==> config.mk <==
export PLATFORM = sky130hd
export DESIGN_NAME = kpb_queue
export DESIGN_NICKNAME = d
export VERILOG_FILES = /design/src/rtl/kpb_pkg.sv /design/src/rtl/kpb_queue.sv
export SDC_FILE = /design/constraint.sdc
export NUM_CORES = 1
export LEC_CHECK = 0
export BUFFER_PORTS_ARGS = -buffer_cell sky130_fd_sc_hd__buf_2
export CAP_MARGIN = 20
export CORE_UTILIZATION = 37
export DETAILED_ROUTE_END_ITERATION = 16
export MAX_ROUTING_LAYER = met4
export PLACE_DENSITY = 0.7
export SYNTH_ARGS = -nofsm -noshare
export SYNTH_HDL_FRONTEND = slang
export SYNTH_SLANG_ARGS = --single-unit
==> constraint.sdc <==
create_clock -name clock -period 1.98 [get_ports clock]
set_input_delay 0.297 -clock clock [delete_from_list [all_inputs] [get_ports clock]]
set_output_delay 0.297 -clock clock [all_outputs]
set_load 0.02 [all_outputs]
==> src/rtl/kpb_pkg.sv <==
`default_nettype none

package kpb_pkg;

   localparam int KMER_LEN  = 8;
   localparam int KEY_W     = 2 * KMER_LEN;
   localparam int TBL_DEPTH = 1 << KEY_W;
   localparam int RUN_W     = $clog2(KMER_LEN + 1);

   localparam int ACT_W     = 2;
   localparam int CHAR_W    = 8;
   localparam int POS_W     = 8;
   localparam int RLEN_W    = 8;
   localparam int NUM_W     = 16;
   localparam int COUNT_W   = 17;
   localparam int WORD_W    = 64;
   localparam int BIT_W     = 6;
   localparam int PW_ADDR_W = 10;
   localparam int PW_DEPTH  = 1 << PW_ADDR_W;
   localparam int CSR_W     = 32;
   localparam int PADDR_W   = 3;

   // clear sweep covers both the k-mer table and the presence words
   localparam int CLR_W = (KEY_W > PW_ADDR_W) ? KEY_W : PW_ADDR_W;

   localparam logic [ACT_W-1:0] ACT_INDEX = 2'd0;
   localparam logic [ACT_W-1:0] ACT_MARK  = 2'd1;
   localparam logic [ACT_W-1:0] ACT_READ  = 2'd2;

   localparam logic [CHAR_W-1:0] CHAR_A = 8'h41;
   localparam logic [CHAR_W-1:0] CHAR_C = 8'h43;
   localparam logic [CHAR_W-1:0] CHAR_G = 8'h47;
   localparam logic [CHAR_W-1:0] CHAR_T = 8'h54;

   localparam logic [1:0] CODE_A = 2'd0;
   localparam logic [1:0] CODE_C = 2'd1;
   localparam logic [1:0] CODE_G = 2'd2;
   localparam logic [1:0] CODE_T = 2'd3;

   localparam logic [POS_W-1:0]  POS_MAX        = 8'd255;
   localparam logic [RLEN_W-1:0] READ_LEN_RESET = 8'd100;

   localparam logic [0:0] REG_SEQ_KIND = 1'b0;
   localparam logic [0:0] REG_READ_LEN = 1'b1;

   typedef enum logic [1:0] {
      OP_NONE,
      OP_INDEX,
      OP_MARK,
      OP_READ
   } op_kind_type;

   typedef struct packed {
      op_kind_type          kind;
      logic [KEY_W-1:0]     key;
      logic [PW_ADDR_W-1:0] word_addr;
   } op_type;

   typedef struct packed {
      logic              seq_kind;
      logic [RLEN_W-1:0] len_limit;
   } cfg_type;

   typedef struct packed {
      logic full;
      logic empty;
   } queue_status_type;

   typedef struct packed {
      logic             valid;
      logic [NUM_W-1:0] num;
   } entry_type;

   typedef enum logic [1:0] {
      BS_CLEAR,
      BS_IDLE,
      BS_LOOK,
      BS_SETBIT
   } back_state_type;

endpackage

`default_nettype wire

==> src/rtl/kpb_queue.sv <==
`default_nettype none

module kpb_queue (
   input  wire logic               clock,
   input  wire logic               reset,
   input  wire logic               push,
   input  wire kpb_pkg::op_type    push_op,
   input  wire logic               pop,
   output kpb_pkg::op_type         head,
   output kpb_pkg::queue_status_type status
);

   kpb_pkg::op_type slot_ff [2];
   logic       wr_ptr_ff, wr_ptr_in;
   logic       rd_ptr_ff, rd_ptr_in;
   logic [1:0] count_ff, count_in;

   always_comb begin
      wr_ptr_in    = wr_ptr_ff ^ push;
      rd_ptr_in    = rd_ptr_ff ^ pop;
      count_in     = count_ff + {1'b0, push} - {1'b0, pop};
      head         = slot_ff[rd_ptr_ff];
      status.full  = (count_ff == 2'd2);
      status.empty = (count_ff == 2'd0);
   end

   always_ff @(posedge clock) begin
      if (push) begin
         slot_ff[wr_ptr_ff] <= push_op;
      end
   end

   always_ff @(posedge clock) begin
      if (reset) begin
         wr_ptr_ff <= 1'b0;
         rd_ptr_ff <= 1'b0;
         count_ff  <= '0;
      end else begin
         wr_ptr_ff <= wr_ptr_in;
         rd_ptr_ff <= rd_ptr_in;
         count_ff  <= count_in;
      end
   end

endmodule

`default_nettype wire

# Word level (Yosys, flattened, before mapping)
# Memories as Yosys holds them, arrays and structs flattened. A register that Yosys moved wholly into a read port is not among the register bits.
# Cells that the tools add are included.
[word_totals]
ramBits = 56
mem_bits_ro = 0
latch_bits = 0
regBits = 4
word_cells = 13
mem_count = 1
[classes]
n_bitwise = 2
order_cmp = 0
n_mux = 3
n_div = 0
eq_ne = 1
multipliers = 0
n_reduce_logical = 1
shifts = 0
addsub = 2
[mem_list]
columns = ["memory", "depth", "width", "read_ports", "rd_ports_with_merged_regs", "write_ports", "line_no", "source"]
rows = [
  ["slot_ff", 2, 28, 1, 1, 1, "kpb_queue.sv:13", "kpb_pkg::op_type slot_ff [2];"],
]
[op_table]
columns = ["cell", "n"]
rows = [
  ["$mux W1", 3],
  ["$add A2 B1 Y2", 1],
  ["$eq A2 B2 Y1 const B", 1],
  ["$logic_not A2 Y1", 1],
  ["$sub A2 B1 Y2", 1],
  ["$xor A1 B1 Y1", 2],
]

# Logic depth before layout (Yosys ltp)
[depth]
depth_word = 2
ltp_mapped = 6
depth_no_buf = 6

# Worst setup path before layout
# OpenSTA, ideal clock, no wires.
[synth_timing]
kind = "register -> register"
startpoint = "register wr_ptr_ff"
endpoint = "memory slot_ff[0][0] (netlist name), enable pin"
setup_slack_ps = 516
arrival_time_ps = 1076
t_required_ps = 1593
setup_ps = 387
n_path_buf = 0
period_less_slack_ps = 1464
stages_incl_launch_ff = 3
path_cell_list = "dfxtp_1 > inv_1 > ha_1"
[synth_rtl]
columns = ["item", "line_no", "source"]
rows = [
  ["from (decl)", "kpb_queue.sv:14", "logic wr_ptr_ff, wr_ptr_in;"],
  ["from (signal assigned)", "kpb_queue.sv:39", "wr_ptr_ff <= wr_ptr_in;"],
  ["to (decl)", "kpb_queue.sv:13", ""],
]
# Straight into the memory's write port.

==> flow_summary.json <==
{
  "num_rows": 28,
  "seq_area_frac_synth_pct": 77.7,
  "die_h_um": 80.3,
  "synth_simple_gate_area_share_pct": 1.21,
  "area_growth_pct": 26.8,
  "p_leak_uw": 0.00113,
  "grt_pass1_wl_um": 5200,
  "r2r_start": "count_ff[0]",
  "ctsHoldBuffers": 0,
  "worst-endpoint-arrival_ns": 1.48,
  "grt_overflow": 0,
  "grt_max_degree": 29,
  "rsz0062_at_grt": "no",
  "cts_resized": 0,
  "finalHoldWorstSlack_ns": 0.159,
  "hold_path_end": "slot_ff[1][20]",
  "dieArea_um2": 6450,
  "yosys.area.top_type": "edfxtp_1",
  "n_antenna_cell": 0,
  "fin_cells": 258,
  "clock_sinks": 60,
  "synth_top_family_by_area": "multiplexers",
  "hold_path.class": "primary input to flip-flop",
  "numCtsBuffers": 9,
  "grtUsageTotal_pct": 12.0,
  "nets": 214,
  "hold_viol": 0,
  "cts_tree": "done",
  "synth_fp_nets": 142,
  "r2r_end": "count_ff[1]",
  "worst_slew_margin_rel_pct": 74.7,
  "cap_violations": 0,
  "syn-mean-instance-area_um2": 21.4,
  "cp.required_ns": 1.68,
  "fin_crit_sh_pct": 89.7,
  "place_inst": 242,
  "regToRegSetupSlack_ns": 0.78,
  "cts_buffer_depth": 2,
  "synthDistinctLibCells": 13,
  "min_from": "push_op[20]",
  "clk-insertion-delay-late_ns": 0.32,
  "critPathCaptureType": "output pin",
  "drive_gt1_share_pct": 57.4,
  "antenna_found_initial": 0,
  "syn_area_um2": 2270,
  "final_util_pct": 48.6,
  "synth-xor-area-share_pct": 1.38,
  "synth_top_area_share_pct": 74.1,
  "core_area_um2": 5920,
  "path_clk_slew_ns": 0.06,
  "gp_congestion": 0.696,
  "wl_per_cell_um": 13.0,
  "cts-root-buf": "clkbuf_8",
  "multi_input_area_um2": 462,
  "drtAntennaViolNets": 0,
  "dp_hpwl_um": 2100,
  "setup_tns_ns": 0,
  "die_x_um": 80.3,
  "htreeDepth": 3,
  "postSynthRegisterBits": 60,
  "initial_utilization_pct": 38.3,
  "register_area_um2": 1760,
  "synthCells": 106,
  "num_vias": 1153,
  "n_fill_cell": 514,
  "muxShareOfSynthArea_pct": 15.6,
  "maxSlewViolCount": 0,
  "grt_pass1_vias": 1155,
  "tightest_slew_ns": 0.380,
  "ioPinCount": 62,
  "worst_ir_drop_vdd_v": 0.000496,
  "clock_skew_ns": 0.00627,
  "start_kind": "flip-flop",
  "layout_min_cycle_time_ns": 1.78,
  "max_clock_freq_ghz": 0.563,
  "io_buffer_count": 61,
  "drt_first_iter_violations": 44,
  "viasPerCell": 4.47,
  "p_per_area_nw_per_um2": 1060,
  "drcViolationCount": 0,
  "whs_path_depth": 1,
  "status": "finished clean",
  "finalSetupViolations": 0,
  "synth_compound_area_share_pct": 0,
  "drt_wl_total_um": 3350,
  "synthTopCellsByArea": "edfxtp_1, mux2_2, mux2_4",
  "post_cts_buffers": 0,
  "synthAdderAreaFrac_pct": 2.21,
  "r2r_cells": 6,
  "drtPass1Iterations": 4,
  "yosysWarningCount": 0,
  "cp_max_fo": 28,
  "crit_type": "flip-flop to output pin"
}
sequential cells by signal, summed over array words and instances (netlist names):
name and cells:
slot_ff 56, count_ff 2, rd_ptr_ff 1, wr_ptr_ff 1
per-layer routing:
metal | wire (um) | track usage, % | up-vias | share of wire (%)
met5 | 0 | - | - | 0
met4 | 64 | 6.96 | 0 | 1.9
met3 | 215 | 5.11 | 8 | 6.4
met2 | 1690 | 19.2 | 45 | 51
met1 | 1380 | 12.2 | 552 | 41
li1 | - | - | 548 | -
cell type report:
| type | instances | share of cell area, % |
|---|---|---|
| clock inverter | 5 | 2.65 |
| multi-input combinational | 40 | 16.1 |
| sequential | 60 | 61.2 |
| timing repair buffer | 64 | 11.8 |
| tap | 75 | 3.26 |
| inverter | 3 | 0.391 |
| clock buffer | 11 | 4.57 |
worst max-delay path by stage:
stage / to / slack [ns] / cells after the start / startpoint
finish: head[26] / 0.20 / 3 / rd_ptr_ff
global route: head[26] / 0.13 / 3 / rd_ptr_ff
CTS: head[26] / 0.17 / 3 / rd_ptr_ff
detailed placement: head[1] / 0.52 / 3 / rd_ptr_ff
global placement: head[1] / 0.55 / 3 / rd_ptr_ff
floorplan: slot_ff[0][0] / 0.52 / 2 / wr_ptr_ff
worst max-delay path, stage by stage, from the launching register on:
cell	delay, ns
dfxtp_1	0.39
buf_12	0.23
mux2_2	0.37
buf_2	0.16
cells in the mapped netlist:
cell	count
nor2_1	4
nor2b_1	2
dfxtp_1	4
inv_1	3
buf_6	1
buf_8	1
xnor2_1	1
buf_4	1
edfxtp_1	56
mux2_2	18
ha_1	4
xnor3_1	1
mux2_4	10
placed cells by master, fill, tap and decap left out:
cell type	instances
nor2b_1	2
clkinvlp_4	1
clkinv_1	1
buf_4	2
clkbuf_1	2
mux2_4	10
bufinv_16	2
mux2_2	18
dfxtp_1	4
xnor2_1	1
buf_12	1
ha_1	4
buf_2	61
clkinv_2	1
edfxtp_1	56
nor2_1	4
inv_1	3
clkbuf_8	9
xnor3_1	1
power by group:
group	internal, uW	switching [uW]
logic	189	224
clock network	703	432
registers	1480	25.0
total	2370	682
cell families (layout without fill, tap and decap cells):
kind of cell               Yosys count  count (layout)
muxes                               28              28
adders and majority gates            4               4
and+or+nand+nor                      6               6
buffers and inverters                6              83
xor gates and xnor gates             2               2
DFF                                 60              60
per-stage QoR:
stage | setup slack, ns | power, uW | area, um^2
global route | 0.132 | 3180 | 2880
CTS | 0.166 | 3090 | 2880
detailed placement | 0.525 | 1950 | 2670
finish | 0.203 | 3050 | 2880
floorplan | 0.516 | 1820 | 2270
global placement | 0.547 | 1950 | 2670
Note: power is estimated with default switching activity, not from simulation.
