`src/rtl/kpb_pkg.sv`:
```
`default_nettype none

package kpb_pkg;

   localparam int KMER_LEN  = 8;
   localparam int KEY_W     = 2 * KMER_LEN;
   localparam int TBL_DEPTH = 1 << KEY_W;
   localparam int RUN_W     = $clog2(KMER_LEN + 1);

   localparam int ACT_W     = 2;
   localparam int CHAR_W    = 8;
   localparam int POS_W     = 8;
   localparam int RLEN_W    = 8;
   localparam int NUM_W     = 16;
   localparam int COUNT_W   = 17;
   localparam int WORD_W    = 64;
   localparam int BIT_W     = 6;
   localparam int PW_ADDR_W = 10;
   localparam int PW_DEPTH  = 1 << PW_ADDR_W;
   localparam int CSR_W     = 32;
   localparam int PADDR_W   = 3;

   // clear sweep covers both the k-mer table and the presence words
   localparam int CLR_W = (KEY_W > PW_ADDR_W) ? KEY_W : PW_ADDR_W;

   localparam logic [ACT_W-1:0] ACT_INDEX = 2'd0;
   localparam logic [ACT_W-1:0] ACT_MARK  = 2'd1;
   localparam logic [ACT_W-1:0] ACT_READ  = 2'd2;

   localparam logic [CHAR_W-1:0] CHAR_A = 8'h41;
   localparam logic [CHAR_W-1:0] CHAR_C = 8'h43;
   localparam logic [CHAR_W-1:0] CHAR_G = 8'h47;
   localparam logic [CHAR_W-1:0] CHAR_T = 8'h54;

   localparam logic [1:0] CODE_A = 2'd0;
   localparam logic [1:0] CODE_C = 2'd1;
   localparam logic [1:0] CODE_G = 2'd2;
   localparam logic [1:0] CODE_T = 2'd3;

   localparam logic [POS_W-1:0]  POS_MAX        = 8'd255;
   localparam logic [RLEN_W-1:0] READ_LEN_RESET = 8'd100;

   localparam logic [0:0] REG_SEQ_KIND = 1'b0;
   localparam logic [0:0] REG_READ_LEN = 1'b1;

   typedef enum logic [1:0] {
      OP_NONE,
      OP_INDEX,
      OP_MARK,
      OP_READ
   } op_kind_type;

   typedef struct packed {
      op_kind_type          kind;
      logic [KEY_W-1:0]     key;
      logic [PW_ADDR_W-1:0] word_addr;
   } op_type;

   typedef struct packed {
      logic              seq_kind;
      logic [RLEN_W-1:0] len_limit;
   } cfg_type;

   typedef struct packed {
      logic full;
      logic empty;
   } queue_status_type;

   typedef struct packed {
      logic             valid;
      logic [NUM_W-1:0] num;
   } entry_type;

   typedef enum logic [1:0] {
      BS_CLEAR,
      BS_IDLE,
      BS_LOOK,
      BS_SETBIT
   } back_state_type;

endpackage

`default_nettype wire

```
`src/rtl/kpb_front.sv`:
```
`default_nettype none

module kpb_front (
   input  wire logic                         clock,
   input  wire logic                         reset,
   input  wire logic                         accept,
   input  wire logic [kpb_pkg::ACT_W-1:0]    req_action,
   input  wire logic [kpb_pkg::CHAR_W-1:0]   req_base_char,
   input  wire logic                         req_last_base,
   input  wire logic [kpb_pkg::PW_ADDR_W-1:0] req_word_address,
   input  wire kpb_pkg::cfg_type             cfg,
   output kpb_pkg::op_type                   op
);

   logic [kpb_pkg::KEY_W-1:0] window_ff, window_in;
   logic [kpb_pkg::RUN_W-1:0] run_ff, run_in;
   logic                      failed_ff, failed_in;
   logic [kpb_pkg::POS_W-1:0] pos_ff, pos_in;

   logic       code_ok;
   logic [1:0] code;
   logic       is_mark;
   logic       take;

   always_comb begin
      code_ok = 1'b1;
      code    = kpb_pkg::CODE_A;
      case (req_base_char)
         kpb_pkg::CHAR_A: code = kpb_pkg::CODE_A;
         kpb_pkg::CHAR_C: code = kpb_pkg::CODE_C;
         kpb_pkg::CHAR_G: code = kpb_pkg::CODE_G;
         kpb_pkg::CHAR_T: code = kpb_pkg::CODE_T;
         default:         code_ok = 1'b0;
      endcase
   end

   always_comb begin
      window_in    = window_ff;
      run_in       = run_ff;
      failed_in    = failed_ff;
      pos_in       = pos_ff;
      op.kind      = kpb_pkg::OP_NONE;
      op.key       = window_ff;
      op.word_addr = req_word_address;
      is_mark      = (req_action == kpb_pkg::ACT_MARK);
      take         = !(cfg.seq_kind && (pos_ff >= cfg.len_limit)) &&
                     !(cfg.seq_kind && is_mark && failed_ff);

      case (req_action) inside
         kpb_pkg::ACT_INDEX, kpb_pkg::ACT_MARK: begin
            if (take) begin
               if (!code_ok) begin
                  run_in = '0;
                  if (cfg.seq_kind && is_mark) begin
                     failed_in = 1'b1;
                  end
               end else begin
                  window_in = {window_ff[kpb_pkg::KEY_W-3:0], code};
                  if (run_ff < kpb_pkg::RUN_W'(kpb_pkg::KMER_LEN)) begin
                     run_in = run_ff + 1'b1;
                  end
                  if (run_in == kpb_pkg::RUN_W'(kpb_pkg::KMER_LEN)) begin
                     op.kind = is_mark ? kpb_pkg::OP_MARK : kpb_pkg::OP_INDEX;
                     op.key  = window_in;
                  end
               end
            end
            if (pos_ff != kpb_pkg::POS_MAX) begin
               pos_in = pos_ff + 1'b1;
            end
            if (req_last_base) begin
               window_in = '0;
               run_in    = '0;
               failed_in = 1'b0;
               pos_in    = '0;
            end
         end
         kpb_pkg::ACT_READ: begin
            op.kind = kpb_pkg::OP_READ;
         end
         default: begin
         end
      endcase
   end

   always_ff @(posedge clock) begin
      if (reset) begin
         window_ff <= '0;
         run_ff    <= '0;
         failed_ff <= 1'b0;
         pos_ff    <= '0;
      end else if (accept) begin
         window_ff <= window_in;
         run_ff    <= run_in;
         failed_ff <= failed_in;
         pos_ff    <= pos_in;
      end
   end

endmodule

`default_nettype wire

```
`config.mk`:
```
export PLATFORM = sky130hd
export DESIGN_NAME = kpb_front
export DESIGN_NICKNAME = d
export VERILOG_FILES = /design/src/rtl/kpb_pkg.sv /design/src/rtl/kpb_front.sv
export SDC_FILE = /design/constraint.sdc
export NUM_CORES = 1
export LEC_CHECK = 0
export BUFFER_PORTS_ARGS = -buffer_cell sky130_fd_sc_hd__buf_4
export CORE_AREA = 2 2 62 64
export DETAILED_ROUTE_END_ITERATION = 6
export DIE_AREA = 0 0 64 66
export HOLD_SLACK_MARGIN = 0.06
export PLACE_DENSITY = 0.82
export SYNTH_ARGS = -nofsm -noshare
export SYNTH_HDL_FRONTEND = slang
export SYNTH_SLANG_ARGS = --single-unit
```
`constraint.sdc`:
```
create_clock -name clock -period 10.08 [get_ports clock]
set_clock_uncertainty 0.05 [all_clocks]
set_input_delay 3.024 -clock clock [delete_from_list [all_inputs] [get_ports clock]]
set_output_delay 3.024 -clock clock [all_outputs]
set_load 0.05 [all_outputs]
```
== After elaboration in Yosys (flattened, before gate mapping) ==
Cells that the tools add are included.

* Output and inout port bits: 28
* Bits of input ports: 33
* Word-level logic and storage cells: 59
* Register bits: 29

* Muxes and demuxes: 25
* $add $sub $neg: 2
* $lt $le $gt $ge: 2
* Equal/unequal tests: 9
* Reductions and logical operators: 17

{| class="wikitable"
|+ Operators with widths
! kind !! count
|-
| $mux W16 || 4
|-
| $mux W18 || 3
|-
| $eq A8 B7 Y1 const B || 4
|-
| $mux W4 || 7
|-
| $mux W8 || 2
|-
| $add A8 B1 Y8 const B || 1
|-
| $ge A8 B8 Y1 || 1
|-
| $ne A8 B8 Y1 const B || 1
|-
| $reduce_bool A2 Y1 || 4
|-
| $mux W2 || 3
|-
| $pmux W2 S3 || 1
|-
| $reduce_and A3 Y1 || 2
|-
| $mux W1 || 5
|-
| $reduce_and A5 Y1 || 1
|-
| $add A4 B1 Y4 const B || 1
|-
| $eq A4 B4 Y1 const B || 1
|-
| $logic_and A1 B1 Y1 || 4
|-
| $lt A4 B4 Y1 const B || 1
|-
| $reduce_and A4 Y1 || 1
|-
| $reduce_or A4 Y1 || 1
|-
| $eq A2 B1 Y1 const B || 1
|-
| $eq A2 B2 Y1 const B || 1
|-
| $logic_not A1 Y1 || 2
|-
| $logic_not A2 Y1 || 1
|-
| 2 further kinds || 2
|}

== Logic depth before layout (Yosys ltp) ==
Gate-level depths: netlist of run 1.

* Depth after elaboration: 12
* Mapped depth: 9
* Depth with buffers taken out: 7

== Worst setup path after synthesis of run 1 ==
Ideal clock, no wire load.

* Path kind: input to output
* From: input cfg[0] (netlist name)
* To: output op[27] (netlist name)
* Data required time: 7.006 ns
* Path slack: 1.692 ns
* Stages: 7
* Arrival time: 5.314 ns
* Cells stage by stage: ha_1 nand2b_1 a2111o_1 a21oi_4 nand4_4 buf_6 mux2i_1

{| class="wikitable"
|+ RTL lines
! element !! line !! text
|-
| start, declared || kpb_front.sv:11 || <nowiki>input wire kpb_pkg::cfg_type cfg,</nowiki>
|-
| end, declared || kpb_front.sv:12 || <nowiki>output kpb_pkg::op_type op</nowiki>
|}

==> results of run 1 <==
flip-flops by register name, summed over array words and instances (netlist names):
signal and count:
failed_ff 1, pos_ff 8, run_ff 4, window_ff 16
worst paths after layout:
check / start / end / slack, ns / cells past startpoint
min reg2reg: window_ff[14] / window_ff[14] / 0.44 / 1
min: window_ff[14] / window_ff[14] / 0.44 / 1
max: cfg[0] / op[17] / 1.73 / 8
max reg2reg: pos_ff[2] / window_ff[10] / 7.44 / 6
metal layers:
| layer | part of all wire, % | GRT usage (%) | wire (um) |
|---|---|---|---|
| met5 | 0 | 0 | 0 |
| met4 | 1.7 | 7.61 | 65 |
| met3 | 5.6 | 4.94 | 216 |
| met2 | 49 | 33.9 | 1910 |
| met1 | 44 | 24.2 | 1690 |
critical path, cell delays in order:
cell and delay [ns]:
buf_4 0.11, ha_1 0.27, nand2b_1 0.14, a2111o_1 0.51, a21oi_4 0.25, nand4_4 0.36
mux2_4 0.41, buf_4 0.19
cell usage in the layout, fill, tap and decap left out, types with 2 or more instances in the layout:
cell       count
a22o_1        14
bufinv_16      2
nor2b_1        4
nor4b_1        2
a21oi_1       12
o21ai_1        3
clkbuf_4       5
mux2_4         9
o211ai_1       2
nor2_1        12
buf_4         41
inv_1         14
o21ai_0        3
xnor2_1        4
or3_1          2
nor4_1         3
nor3_1         4
ha_1          10
a32o_1         2
dfxtp_1       29
mux2_2         7
nand3_1        9
nand2_1       12
nor3b_1        2
kinds of logic (layout without fill, tap and decap cells):
family / Yosys count / after routing / share of synthesized area [%]
buffers and inverters: 30 / 64 / 8.69
flip-flops: 29 / 29 / 31.3
multiplexers: 17 / 17 / 12.1
AND/OR/NAND/NOR: 59 / 59 / 18.2
XOR/XNOR: 4 / 4 / 1.89
adder cells (fa/ha/maj): 10 / 10 / 6.74
AO/OA/AOI/OAI: 49 / 49 / 21.2
power by group:
| group | leakage [nW] | internal [W] | switching [W] |
|---|---|---|---|
| Clock | 0.0552 | 0.0000767 | 0.0000440 |
| Sequential | 0.234 | 0.000115 | 0.000000602 |
| Combinational | 0.671 | 0.0000111 | 0.0000142 |
| Total | 0.960 | 0.000203 | 0.0000589 |
metrics by stage:
| stage | hold WS, ns | power (W) | cell area [sq um] | util (%) | cells |
|---|---|---|---|---|---|
| 3_3_place_gp | 0.407 | 0.000143 | 2120 | 59.7 | 272 |
| 3_5_place_dp | 0.416 | 0.000143 | 2120 | 59.7 | 272 |
| 5_1_grt | 0.476 | 0.000272 | 2220 | 62.6 | 280 |
| 6_report | 0.436 | 0.000262 | 2220 | 62.6 | 280 |
| 2_1_floorplan | 0.391 | 0.000142 | 1860 | - | 198 |
| 4_1_cts | 0.440 | 0.000263 | 2220 | 62.6 | 280 |
layout make-up:
class,instances,area [sq um]
clock inverter,3,65.1
fill,312,1330
inverter,15,56.3
tap,48,60.1
clock buffer,5,37.5
sequential,29,581
multi-input combinational,139,1110
timing repair buffer,41,308
==> impl_results.md, run 1 <==
- DRC: 0
- Worst VDD drop: between 70 and 80 uV
- H-tree depth: 2
- Post-synth EDFFs: 0
- Hold Crit Class: flop to flop
- Synth cell count leaders: dfxtp_1, a22o_1, inv_1
- Crit path DAT: 5.27 ns
- Routed vias/inst: between 5 and 6
- TritonCTS clock tree: done
- Tmin final: between 8 and 9 ns
- Crit. End Element: output pin
- Fmax: about 120 MHz
- Setup Fix Bufs, Post-CTS: 0
- Nets: approximately 270
- RSZ-0062 raised after global routing: no
- Cts bufs inserted: 5
- Critical path type: primary input to output pin
- Worst Tran Pin Value: approximately 1.2 ns
- Total die area: 4220 sq um
- Row Count: 22
- Diode count: 0
- CTS max path bufs: 2
- Die Width: around 64 um
- Status: completed
- Max Slew Vio Count: 0
- Seq cells post-synth: 29
- Max-Cap Viols: 0
- Resize count post-CTS: 0
- Power Density: around 120 nW/um^2
- Netlist cell types: 49
- Setup WS post-layout: roughly 1.7 ns
- Die height: between 60 and 70 um
- Worst EP required: between 7 and 8 ns
- Starting Density: around 52%
- Core Box Area: around 3600 sq um
- Final setup viols: 0
- DP Worst Slack: about 1.7 ns
- Ratio of final minimum period to clock period: ~83%
- Dpl hpwl: 2.89 mm
- WL final: 3.88 mm
- Initial antenna violation count: 0
- First-pass GRT wire length: around 6.6 mm
- Clk_lat worst skew: ~0.34 ns
- P&R area growth vs syn: 19.7%
- Async set-or-reset flop fraction in the synthesized netlist: 0%
- Iter 0 DRT Violations: 100
- Worst-path maximum fanout: 17
- Vias in the first global route: around 1,500
- Port Buf Inserts: 40
- Post-synth top area share: 31.3%
- Count of final hold-check violations: 0
- Synth Flop Type: dfxtp_1
- Post-synthesis sequential area ratio: roughly 31%
- Synth warn: 0
- Most common cell in the synthesized netlist: dfxtp_1
- DRT Pass-1 Iters: 4
- Mapped Cells: a little under 200
- # hold bufs at CTS: 0
- IO Pins: approximately 60
- Largest area contributor in the netlist: dfxtp_1
- Wirelength per Cell: between 10 and 15 um
- Startpoint types: primary input
- Top post-synthesis cells by area: dfxtp_1, mux2_4, ha_1
- Antenna Nets Post-Route: 0
- Via Count: 1,584
- Mapped Area: between 1500 and 2000 sq um
- TNS Setup: 0 ns
- Mapped Avg Cell Area: 9.38 sq um
- Largest net degree at the start of global routing: 18
- Total grt overflow: 0
- Syn Nets: roughly 240
- Share of cells above drive strength 1: about a third
- Max_slew headroom: between 10% and 20%
- Reg clk slew, reported paths: roughly 0.090 ns
- Clock sinks: 29
- LEAKAGE: around 0.96 nW
- Global placer's final weighted congestion: 0.797
- Clock tree root buffer cell: clkbuf_4
- Gr usage total: 19.9%
Note: power is estimated with default switching activity, not from simulation.
==> run 2: changes to the inputs <==
--- a/config.mk
+++ b/config.mk
@@ -6,11 +6,11 @@
 export NUM_CORES = 1
 export LEC_CHECK = 0
 export BUFFER_PORTS_ARGS = -buffer_cell sky130_fd_sc_hd__buf_4
-export CORE_AREA = 2 2 62 64
+export CORE_AREA = 2 2 64 66
 export DETAILED_ROUTE_END_ITERATION = 6
-export DIE_AREA = 0 0 64 66
+export DIE_AREA = 0 0 66 68
 export HOLD_SLACK_MARGIN = 0.06
-export PLACE_DENSITY = 0.82
+export PLACE_DENSITY = 0.78
 export SYNTH_ARGS = -nofsm -noshare
 export SYNTH_HDL_FRONTEND = slang
 export SYNTH_SLANG_ARGS = --single-unit
==> constraint.sdc (replaced) <==
create_clock -name clock -period 8.1 [get_ports clock]
set_clock_uncertainty 0.05 [all_clocks]
set_input_delay 2.43 -clock clock [delete_from_list [all_inputs] [get_ports clock]]
set_output_delay 2.43 -clock clock [all_outputs]
set_load 0.05 [all_outputs]
==> run 2 against run 1 <==
Compared with the run above:
- via count shrank 0.88%
- clock power decreased by 5%
- cell area is 0.79% lower
- routed wire length is 3.1% lower
- critical path depth stayed put
- sequential power up 24%
- core utilization is 5.4 points lower
- clock-buffer cell count increased by 1
- global-route usage fell by 2.3 points
- die area up 6.3%
- first-iteration DRC count shrank 24%
==> impl_results.md, run 2 (synthesized netlist as in run 1, its figures left out) <==
- Status: completed
- Reg clk slew, reported paths: 0.06 ns (-0.03 ns)
- Worst-path maximum fanout: 17 (unchanged)
- Most common cell after layout, fill and taps aside: buf_4
- Die height: 68 um (+3.0%)
- Largest register FFs: 16 (unchanged)
- Max-Cap Viols: 0 (unchanged)
- DP Worst Slack: 0.934 ns (-0.802 ns)
- CTS max path bufs: 2 (unchanged)
- Critical-path top delay cell: a2111o_1
- Power Density: 132 nW/um^2 (+12%)
- Crit path DAT: 4.68 ns (-0.59 ns)
- Count of final hold-check violations: 0 (unchanged)
- Port Buf Inserts: 40 (unchanged)
- Top reg by flops: window_ff
- Share of cells above drive strength 1: 31.5% (-0.43 points)
- Initial antenna violation count: 0 (unchanged)
- Critical path type: primary input to output pin
- Setup Fix Bufs, Post-CTS: 0 (unchanged)
- Vias in the first global route: 1,394 (-5.4%)
- P&R area growth vs syn: 18.7%
- H-tree depth: 2 (unchanged)
- Cell family with most CP delay: compound AO/OA/AOI/OAI gates
- Clock tree root buffer cell: clkbuf_8
- Setup WS post-layout: 0.945 ns (-0.787 ns)
- DRT Pass-1 Iters: 4 (unchanged)
- Via Count: 1,570 (-0.88%)
- Tmin final: approximately 7 ns
- Clock sinks: 29 (unchanged)
- Largest net degree at the start of global routing: 18 (unchanged)
- Clk_lat worst skew: 0.28 ns (-0.06 ns)
- CP max stage delay: 0.51 ns (about the same)
- Die Width: 66 um (+3.1%)
- Worst VDD drop: 105 uV (+34%)
- Cts bufs inserted: 5 (unchanged)
- Routed vias/inst: 5.57 (-1.6%)
- Antenna Nets Post-Route: 0 (unchanged)
- WL final: 3.76 mm (-3.1%)
- First-pass GRT wire length: 6.11 mm (-7.9%)
- Ratio of final minimum period to clock period: between 80% and 90%
- Core Box Area: 3860 sq um (+8.6%)
- Worst hold margin: 0.428 ns (-0.00803 ns)
- Total die area: 4490 sq um (+6.3%)
- Nets: 274 (unchanged)
- Top flop regs: window_ff x16, pos_ff x8, run_ff x4
- Final setup viols: 0 (unchanged)
- DRC: 0 (unchanged)
- Crit. End Element: output pin
- Wirelength per Cell: 13.3 um (-3.8%)
- Diode count: 0 (unchanged)
- Fmax: about 140 MHz
- LEAKAGE: 0.950 nW (-1.1%)
- Critical Path Most Common Cell: buf_4
- Global placer's final weighted congestion: 0.801 (+0.43%)
- Hold Crit Class: flop to flop
- Resize count post-CTS: 0 (unchanged)
- TritonCTS clock tree: done
- Iter 0 DRT Violations: 76 (-24%)
- Most frequent cells in the layout: buf_4, dfxtp_1, inv_1, a22o_1
- Max_slew headroom: 20.6% (+3.2 points)
- RSZ-0062 raised after global routing: no
- Worst path cell trace: buf_4 -> ha_1 -> nand2b_1 -> a2111o_1 -> a21oi_4 -> nand4_4 -> mux2_4 -> buf_4
- Dpl hpwl: 2.85 mm (-1.3%)
- Row Count: 23 (+4.5%)
- Worst Tran Pin Value: 1.19 ns (-0.0478 ns)
- Buf/Inv on CP: 2 (unchanged)
- Startpoint types: primary input
- IO Pins: 61 (unchanged)
- Pwr Total: 0.000290 W (+11%)
- Gr usage total: 17.7% (-2.3 points)
- Max Slew Vio Count: 0 (unchanged)
- Worst EP required: 5.62 ns (-1.39 ns)
- TNS Setup: 0 ns (unchanged)
- # hold bufs at CTS: 0 (unchanged)
- Starting Density: 48.2% (-4.1 points)
- Total grt overflow: 0 (unchanged)
## run 2: cell count changes in the layout (fill, tap and decap cells not counted), sizes merged
| cell | change |
|---|---|
| bufinv | -2 |
| clkinv | +1 |
| clkbuf | +1 |
## run 2: area by class of cell
| cell class | count | area [sq um] |
|---|---|---|
| well taps | 50 | 62.6 |
| repair buffers | 41 | 308 |
| multi-input cells | 139 | 1110 |
| inverters | 15 | 56.3 |
| clock buffers | 6 | 72.6 |
| clock inverters | 2 | 10.0 |
| fillers | 366 | 1650 |
| flip-flops and latches | 29 | 581 |
## run 2: path summary, 6_finish.rpt
path	from	endpoint	slack, ns	depth (start not counted)
hold reg to reg	failed_ff	failed_ff	0.43	1
hold / removal	failed_ff	failed_ff	0.43	1
setup reg to reg	pos_ff[3]	window_ff[9]	5.54	6
setup / recovery	cfg[0]	op[20]	0.94	8
## run 2: worst register-to-register path: stages, from the launching register on
cell      delay, ns
dfxtp_1        0.36
ha_1           0.30
o21ai_1        0.07
a211oi_2       0.42
nand2_1        0.10
a21oi_1        0.91
a22o_1         0.28
## run 2: power by group
group,internal (W),switching (W),total (W)
Sequential,0.000143,0.000000693,0.000144
Combinational,0.0000137,0.0000175,0.0000312
Clock,0.0000594,0.0000557,0.000115
## run 2: metrics by stage
stage                     std cells  instance area, sq um  utilization (%)
after global placement          274                  2120             55.0
after floorplan                 198                  1860                -
after detailed placement        274                  2120             55.0
after global routing            282                  2200             57.2
final                           282                  2200             57.2
after CTS                       282                  2200             57.2
## run 2: metal layers
layer  track usage, %  vias up  wire, um
met5                0        -         0
met4             6.38        0        13
met3             5.26        6       192
met2             29.5       41      1770
met1             21.7      736      1790
li1                 -      787         -
